<file path="src/sv/fee_pkg.sv">
// ----------------------------------------------------------------------------
// Fire effect frame engine package
// Shared sizes, codes, state type, filter structs, the size clamp and the color palette.
// ----------------------------------------------------------------------------
package fee_pkg;

   localparam int MAX_WIDTH  = 64;
   localparam int MAX_HEIGHT = 64;

   localparam int COL_W      = $clog2(MAX_WIDTH);
   localparam int ROW_W      = $clog2(MAX_HEIGHT);
   localparam int CNT_W      = COL_W + 1;
   localparam int ADDR_W     = ROW_W + COL_W;
   localparam int HEAT_DEPTH = MAX_WIDTH * MAX_HEIGHT;
   localparam int LINE_DEPTH = 2 * MAX_WIDTH;
   localparam int LINE_W     = COL_W + 1;

   localparam int SIZE_W     = 7;
   localparam int FRAME_W    = 16;
   localparam int HEAT_W     = 8;
   localparam int SUM_W      = HEAT_W + 2;
   localparam int PROD_W     = 2 * SUM_W;
   localparam int MASK_W     = 64;

   localparam int REQ_DATA_W = 80;
   localparam int RSP_DATA_W = 32;
   localparam int CSR_IDX_W  = 2;

   localparam logic [CSR_IDX_W-1:0] CSR_WIDTH  = 2'd0;
   localparam logic [CSR_IDX_W-1:0] CSR_HEIGHT = 2'd1;
   localparam logic [CSR_IDX_W-1:0] CSR_LIMIT  = 2'd2;

   localparam logic ACT_ADVANCE = 1'b0;
   localparam logic ACT_READ    = 1'b1;

   localparam logic [SIZE_W-1:0]  WIDTH_RST  = 7'd64;
   localparam logic [SIZE_W-1:0]  HEIGHT_RST = 7'd64;
   localparam logic [FRAME_W-1:0] LIMIT_RST  = 16'd400;
   localparam logic [FRAME_W-1:0] FRAME_TOP  = 16'hFFFF;

   localparam logic [HEAT_W-1:0] HEAT_FULL = 8'd255;

   // floor(t / 3) == (t * 683) >> 11 for every t below 2048
   localparam logic [PROD_W-1:0] THIRD_MUL   = 20'd683;
   localparam int                THIRD_SHIFT = 11;

   typedef enum logic [2:0] {
      ST_CLEAR,
      ST_IDLE,
      ST_READ_WAIT,
      ST_SEED,
      ST_SWEEP,
      ST_DRAIN,
      ST_FINISH
   } state_type;

   typedef struct packed {
      logic [HEAT_W-1:0] left;
      logic [HEAT_W-1:0] mid;
      logic [HEAT_W-1:0] right;
      logic [HEAT_W-1:0] old;
   } window_type;

   typedef struct packed {
      logic left_edge;
      logic right_edge;
   } edge_type;

   typedef struct packed {
      logic [HEAT_W-1:0] blue;
      logic [HEAT_W-1:0] green;
      logic [HEAT_W-1:0] red;
   } color_type;

   function automatic logic [CNT_W-1:0] clamp_size(input logic [SIZE_W-1:0] v,
                                                   input logic [CNT_W-1:0] maxv);
      logic [CNT_W-1:0] r;
      if (v < SIZE_W'(2))                 r = CNT_W'(2);
      else if (CNT_W'(v) > maxv)          r = maxv;
      else                                r = CNT_W'(v);
      return r;
   endfunction

   function automatic color_type palette(input logic [HEAT_W-1:0] level);
      color_type c;
      logic [2:0] seg;
      logic [4:0] i;
      seg = level[7:5];
      i   = level[4:0];
      c   = '0;
      unique case (seg)
         3'd0: begin
            c.blue = {2'b00, i, 1'b0};
         end
         3'd1: begin
            c.red  = {i, 3'b000};
            c.blue = 8'd64 - {2'b00, i, 1'b0};
         end
         3'd2: begin
            c.red   = HEAT_FULL;
            c.green = {i, 3'b000};
         end
         3'd3: begin
            c.red   = HEAT_FULL;
            c.green = HEAT_FULL;
            c.blue  = {1'b0, i, 2'b00};
         end
         3'd4: begin
            c.red   = HEAT_FULL;
            c.green = HEAT_FULL;
            c.blue  = 8'd64 + {1'b0, i, 2'b00};
         end
         3'd5: begin
            c.red   = HEAT_FULL;
            c.green = HEAT_FULL;
            c.blue  = 8'd128 + {1'b0, i, 2'b00};
         end
         3'd6: begin
            c.red   = HEAT_FULL;
            c.green = HEAT_FULL;
            c.blue  = 8'd192 + {3'b000, i};
         end
         3'd7: begin
            c.red   = HEAT_FULL;
            c.green = HEAT_FULL;
            c.blue  = 8'd224 + {3'b000, i};
         end
      endcase
      return c;
   endfunction

endpackage

</file>
<file path="src/sv/fee_filter.sv">
// ----------------------------------------------------------------------------
// Fire cell filter
// Average a cell with its three lower neighbors (two at an edge) and cool it by one step if above one.
// ----------------------------------------------------------------------------
module fee_filter (
   input  fee_pkg::window_type         win,
   input  fee_pkg::edge_type           edges,
   output logic [fee_pkg::HEAT_W-1:0]  heat_new
);

   logic [fee_pkg::SUM_W-1:0]  sum4;
   logic [fee_pkg::SUM_W-1:0]  sum3;
   logic [fee_pkg::PROD_W-1:0] prod;
   logic [fee_pkg::HEAT_W-1:0] avg;

   always_comb begin
      sum4 = fee_pkg::SUM_W'(win.left) + fee_pkg::SUM_W'(win.mid)
           + fee_pkg::SUM_W'(win.right) + fee_pkg::SUM_W'(win.old);
      if (edges.left_edge) begin
         sum3 = fee_pkg::SUM_W'(win.mid) + fee_pkg::SUM_W'(win.right)
              + fee_pkg::SUM_W'(win.old);
      end else begin
         sum3 = fee_pkg::SUM_W'(win.left) + fee_pkg::SUM_W'(win.mid)
              + fee_pkg::SUM_W'(win.old);
      end
      prod = fee_pkg::PROD_W'(sum3) * fee_pkg::THIRD_MUL;
      if (edges.left_edge || edges.right_edge) begin
         avg = fee_pkg::HEAT_W'(prod >> fee_pkg::THIRD_SHIFT);
      end else begin
         avg = sum4[fee_pkg::SUM_W-1:2];
      end
      // cool down anything above one
      if (avg > fee_pkg::HEAT_W'(1)) begin
         heat_new = avg - fee_pkg::HEAT_W'(1);
      end else begin
         heat_new = avg;
      end
   end

endmodule

</file>
<file path="config.mk">
export PLATFORM = sky130hd
export DESIGN_NAME = fee_filter
export DESIGN_NICKNAME = d
export VERILOG_FILES = /design/src/sv/fee_pkg.sv /design/src/sv/fee_filter.sv
export SDC_FILE = /design/constraint.sdc
export NUM_CORES = 1
export LEC_CHECK = 0
export BUFFER_PORTS_ARGS = -buffer_cell sky130_fd_sc_hd__buf_2
export CAP_MARGIN = 20
export CORE_MARGIN = 1
export CORE_UTILIZATION = 63
export DETAILED_ROUTE_END_ITERATION = 10
export PLACE_DENSITY = 0.85
export RECOVER_POWER = 100
export SLEW_MARGIN = 20
export SYNTH_ARGS = -nofsm -noshare
export SYNTH_HDL_FRONTEND = slang
export SYNTH_SLANG_ARGS = --single-unit
</file>
<file path="constraint.sdc">
create_clock -name vclk -period 10.6
set_clock_uncertainty 0.2 [all_clocks]
set_input_delay 0.53 -clock vclk [all_inputs]
set_output_delay 0.53 -clock vclk [all_outputs]
set_load 0.02 [all_outputs]
</file>
* Word-level counts from Yosys, hierarchy flattened
Index checks and enable logic that the tools add are counted.
** Word-level totals
- Flip-flop bits (word level) :: 0
- Logic and storage cells :: 13
- Output and inout port bits :: 8
** Operators by class
- Reductions and logical operators :: 1
- $mul :: 1
- Mux-type cells :: 3
- Order comparisons :: 1
- Add/sub/neg operators :: 7
** Operator list (count)
- $add 10x8->10 :: 2
- $add 9x8->10 :: 2
- $mul 10x10->19 const B :: 1
- $add 8x8->9 :: 2
- $mux 8 :: 2
- $mux 10 :: 1
- $gt 8x1->1 const B :: 1
- $sub 8x1->8 const B :: 1
- $logic_or 1x1->1 :: 1

* Longest topological paths before layout
- Depth after elaboration :: 7
- Depth in mapped cells :: 33
- Mapped depth without buffers :: 33

* Least setup slack after synthesis
No wires, ideal clock.
- Kind :: input-to-output
- Start :: input port win[17] (netlist bit)
- End :: output port heat_new[3] (netlist bit)
- Stages :: 33
- Buffers on the path :: 0
- Required time :: 9.870 ns
- Slack :: 2.392 ns
- Arrival time :: 7.478 ns
- Path through :: ha_1 > a21o_1 > a21oi_1 > o21bai_1 > a21oi_1 > xnor2_1 > ha_1 > a21o_1 > a31oi_1 > o21bai_1 > a21oi_1 > xnor2_1 > mux2_2 > inv_1 > ha_1 > ha_1 > fa_1 > fa_1 > inv_1 > fa_1 > inv_1 > ha_1 > o21a_1 > o21a_1 > o21a_1 > o22ai_1 > xor2_1 > o21ai_0 > inv_1 > ha_1 > nor2_1 > nor4b_4 > o21ai_0
** Between the ends
- Word-level cells in the longest chain between the ends :: 7
- Elaborated cells on any way between the ends :: 12
- Those cells by class :: add/sub (7); mul (1); order compare (1); mux (3)
** RTL lines
- start, declared :: RTL line fee_filter.sv:6 : input fee_pkg::window_type win,
- $add 8x8->9 (on tied branches) :: RTL line fee_filter.sv:17, fee_filter.sv:23, fee_filter.sv:20
- $add 9x8->10 (on tied branches) :: RTL line fee_filter.sv:24, fee_filter.sv:21
- $mux 10 :: RTL line fee_filter.sv:19 : if (edges.left_edge) begin
- $mul 10x10->19 :: RTL line fee_filter.sv:26 : prod = fee_pkg::PROD_W'(sum3) * fee_pkg::THIRD_MUL;
- $mux 8 (*) :: RTL line fee_filter.sv:27 : if (edges.left_edge || edges.right_edge) begin
- $sub 8x1->8 / $gt 8x1->1 (equally long branches) :: RTL line fee_filter.sv:34, fee_filter.sv:33
- $mux 8 (*) :: RTL line fee_filter.sv:33 : if (avg > fee_pkg::HEAT_W'(1)) begin
- end, declared :: RTL line fee_filter.sv:8 : output logic [fee_pkg::HEAT_W-1:0] heat_new
Every way passes the cells marked *; elsewhere a longest branch is shown, timed or not.

* Final worst setup path
- Start :: input port win[17] (netlist bit)
- End :: output port heat_new[1] (netlist bit)
Same word-level chain as after synthesis.

==> results.yml <==
layout:
  seq_cells: 0
  clockBufferCount: 0
  drive_above_1_share_pct: 11.5
  nets: 671
  antenna_cells: 0
  area_growth_pct: 7.40
  regArea_um2: 0
global_route:
  grt_overflow: 0
  grt_first_pass_wirelength_um: 14900
  grt_pass1_vias: 3404
  grt_use_total_pct: 29.0
  grt_start_max_net_pins: 16
  antenna_found_initial: 0
synthesis:
  yosysUniqueCellTypes: 57
  synthTopCellsByCount: "ha_1, inv_1, fa_1"
  syn_avg_cell_area_um2: 8.38
  synth_cells: 464
  ys_top_cells_by_area: "ha_1, fa_1, inv_1"
  synth_top_area_share_pct: 29.9
  yosys.area.top_type: "ha_1"
  yosysMostFrequentCell: "ha_1"
  yosysWarningCount: 0
  yosysSeqAreaShare_pct: 0
  synthesis.nets: 629
  syn-cell-area_mm2: 0.00389
setup_path:
  cpMaxStageDelayCell: "fa_1"
  cp_max_fo: 4
  start_kind: "primary input"
  cp_common_cell: "ha_1"
  criticalPathCategory: "in -> out"
  arrival_ps: 8470
  worstPathRequired_ps: 9870
  end_kind: "primary output"
  slowest_delay_ps: 520
floorplan:
  die_y_um: 80.6
  dieWidth_um: 80.6
  dieArea_mm2: 0.00649
  ios: 42
  core-area_mm2: 0.00592
  std_cell_rows: 28
  initial_utilization_pct: 65.7
timing:
  rsz0062_at_grt: "no"
  relSlewSlack_pct: 49.4
  final-max-slew-violation-count: 0
  fmax_mhz: 109
  worstMarginPinSlew_ps: 752
  finalHoldViolCount: 0
  whs_ps: 1600
  finalWorstSetupSlack_ps: 1400
  period_share_pct: 86.8
  min_period_ps: 9200
  setup_tns_ps: 0
  setup_violations: 0
routing:
  firstDrtPassIters: 4
  met2WireLength_um: 4260
  viasPerCell: 5.74
  num_vias: 3324
  drt_iter0_markers: 247
  wl_met3_um: 278
  drt-total-wl_um: 8600
  drc: 0
  wl_met1_um: 3900
  wl_per_cell_um: 14.8
  top_layer_used: "met4"
  final_antenna_net_count: 0
place:
  place_hpwl_um: 7710
  io_buffers: 42
  preCtsSetupSlack_ps: 1610
  gp_congestion: 0.945
hold_path:
  hold_class: "in -> out"
  hold_path_depth: 6
clock_tree:
  post_cts_buffers: 0
  post_cts_resized: 0
  cts_hold_buf: 0
run:
  cap_violations: 0
status:
  status: "finished clean"
==> final cells by class <==
cell class | count | area, um2
timing repair buffer | 42 | 206
tap | 75 | 93.8
multi-input combinational | 371 | 3530
inverter | 91 | 342
fill | 469 | 1740
==> metal layers <==
layer | vias up | GRT usage [%]
met5 | - | 0
met4 | 0 | 5.71
met3 | 14 | 0.568
met2 | 78 | 54.3
met1 | 1545 | 36.9
li1 | 1687 | -
==> cells by family after synthesis <==
| kind of cell | Yosys count | share of synthesized area [%] |
|---|---|---|
| AO/OA/AOI/OAI | 124 | 22.1 |
| XOR/XNOR | 33 | 7.82 |
| adder cells (fa/ha/maj) | 131 | 49.5 |
| buffers and inverters | 93 | 9.01 |
| multiplexers | 5 | 1.48 |
| AND/OR/NAND/NOR | 78 | 10.1 |
==> critical path, delay by kind of cell <==
family,cells,cell delay (ps)
buffers and inverters,5,500
XOR/XNOR,3,460
AND/OR/NAND/NOR,2,720
AO/OA/AOI/OAI,12,2610
adder cells (fa/ha/maj),8,2910
multiplexers,2,740
==> metrics by stage <==
stage	cell area, um2	util (%)	std cells
2_1_floorplan	3890	-	464
4_1_cts	4180	70.7	579
6_report	4180	70.5	579
5_1_grt	4180	70.5	579
3_3_place_gp	4180	70.7	579
3_5_place_dp	4180	70.7	579
==> cells in the final DEF (no fill, tap or decap), types with 2 or more instances in the layout <==
| cell | netlist | routed |
|---|---|---|
| o21a_1 | 11 | 11 |
| a211o_1 | 4 | 4 |
| o21ai_1 | 4 | 3 |
| xnor2_1 | 23 | 23 |
| a21o_1 | 10 | 10 |
| nand2b_1 | 5 | 5 |
| inv_1 | 91 | 91 |
| o22ai_1 | 3 | 3 |
| or2_2 | 3 | 3 |
| a21oi_2 | 4 | 4 |
| a21oi_1 | 28 | 28 |
| nor2b_1 | 2 | 2 |
| nor3_1 | 8 | 8 |
| o211ai_1 | 4 | 4 |
| nor4_1 | 2 | 2 |
| nor2_1 | 26 | 26 |
| a21boi_0 | 2 | 2 |
| a31o_2 | 2 | 2 |
| clkbuf_1 | 1 | 3 |
| nand2_1 | 20 | 20 |
| mux2i_1 | 2 | 2 |
| buf_2 | 1 | 39 |
| xor2_1 | 9 | 9 |
| a31oi_1 | 4 | 4 |
| fa_1 | 38 | 38 |
| a211oi_1 | 4 | 4 |
| o21ai_0 | 20 | 21 |
| ha_1 | 93 | 93 |
| nand4_1 | 2 | 2 |
| o21bai_1 | 8 | 8 |
| mux2_1 | 0 | 2 |
| and4_1 | 2 | 2 |
==> path summary, 6_finish.rpt <==
check / startpoint / end / slack [ps]
worst max-delay path: win[17] / heat_new[1] / 1400
worst min-delay path: edges[0] / heat_new[4] / 1600
Power is left out: the tool's default activity adds up to more than one toggle a clock period on the data nets, which glitch-free logic cannot reach.
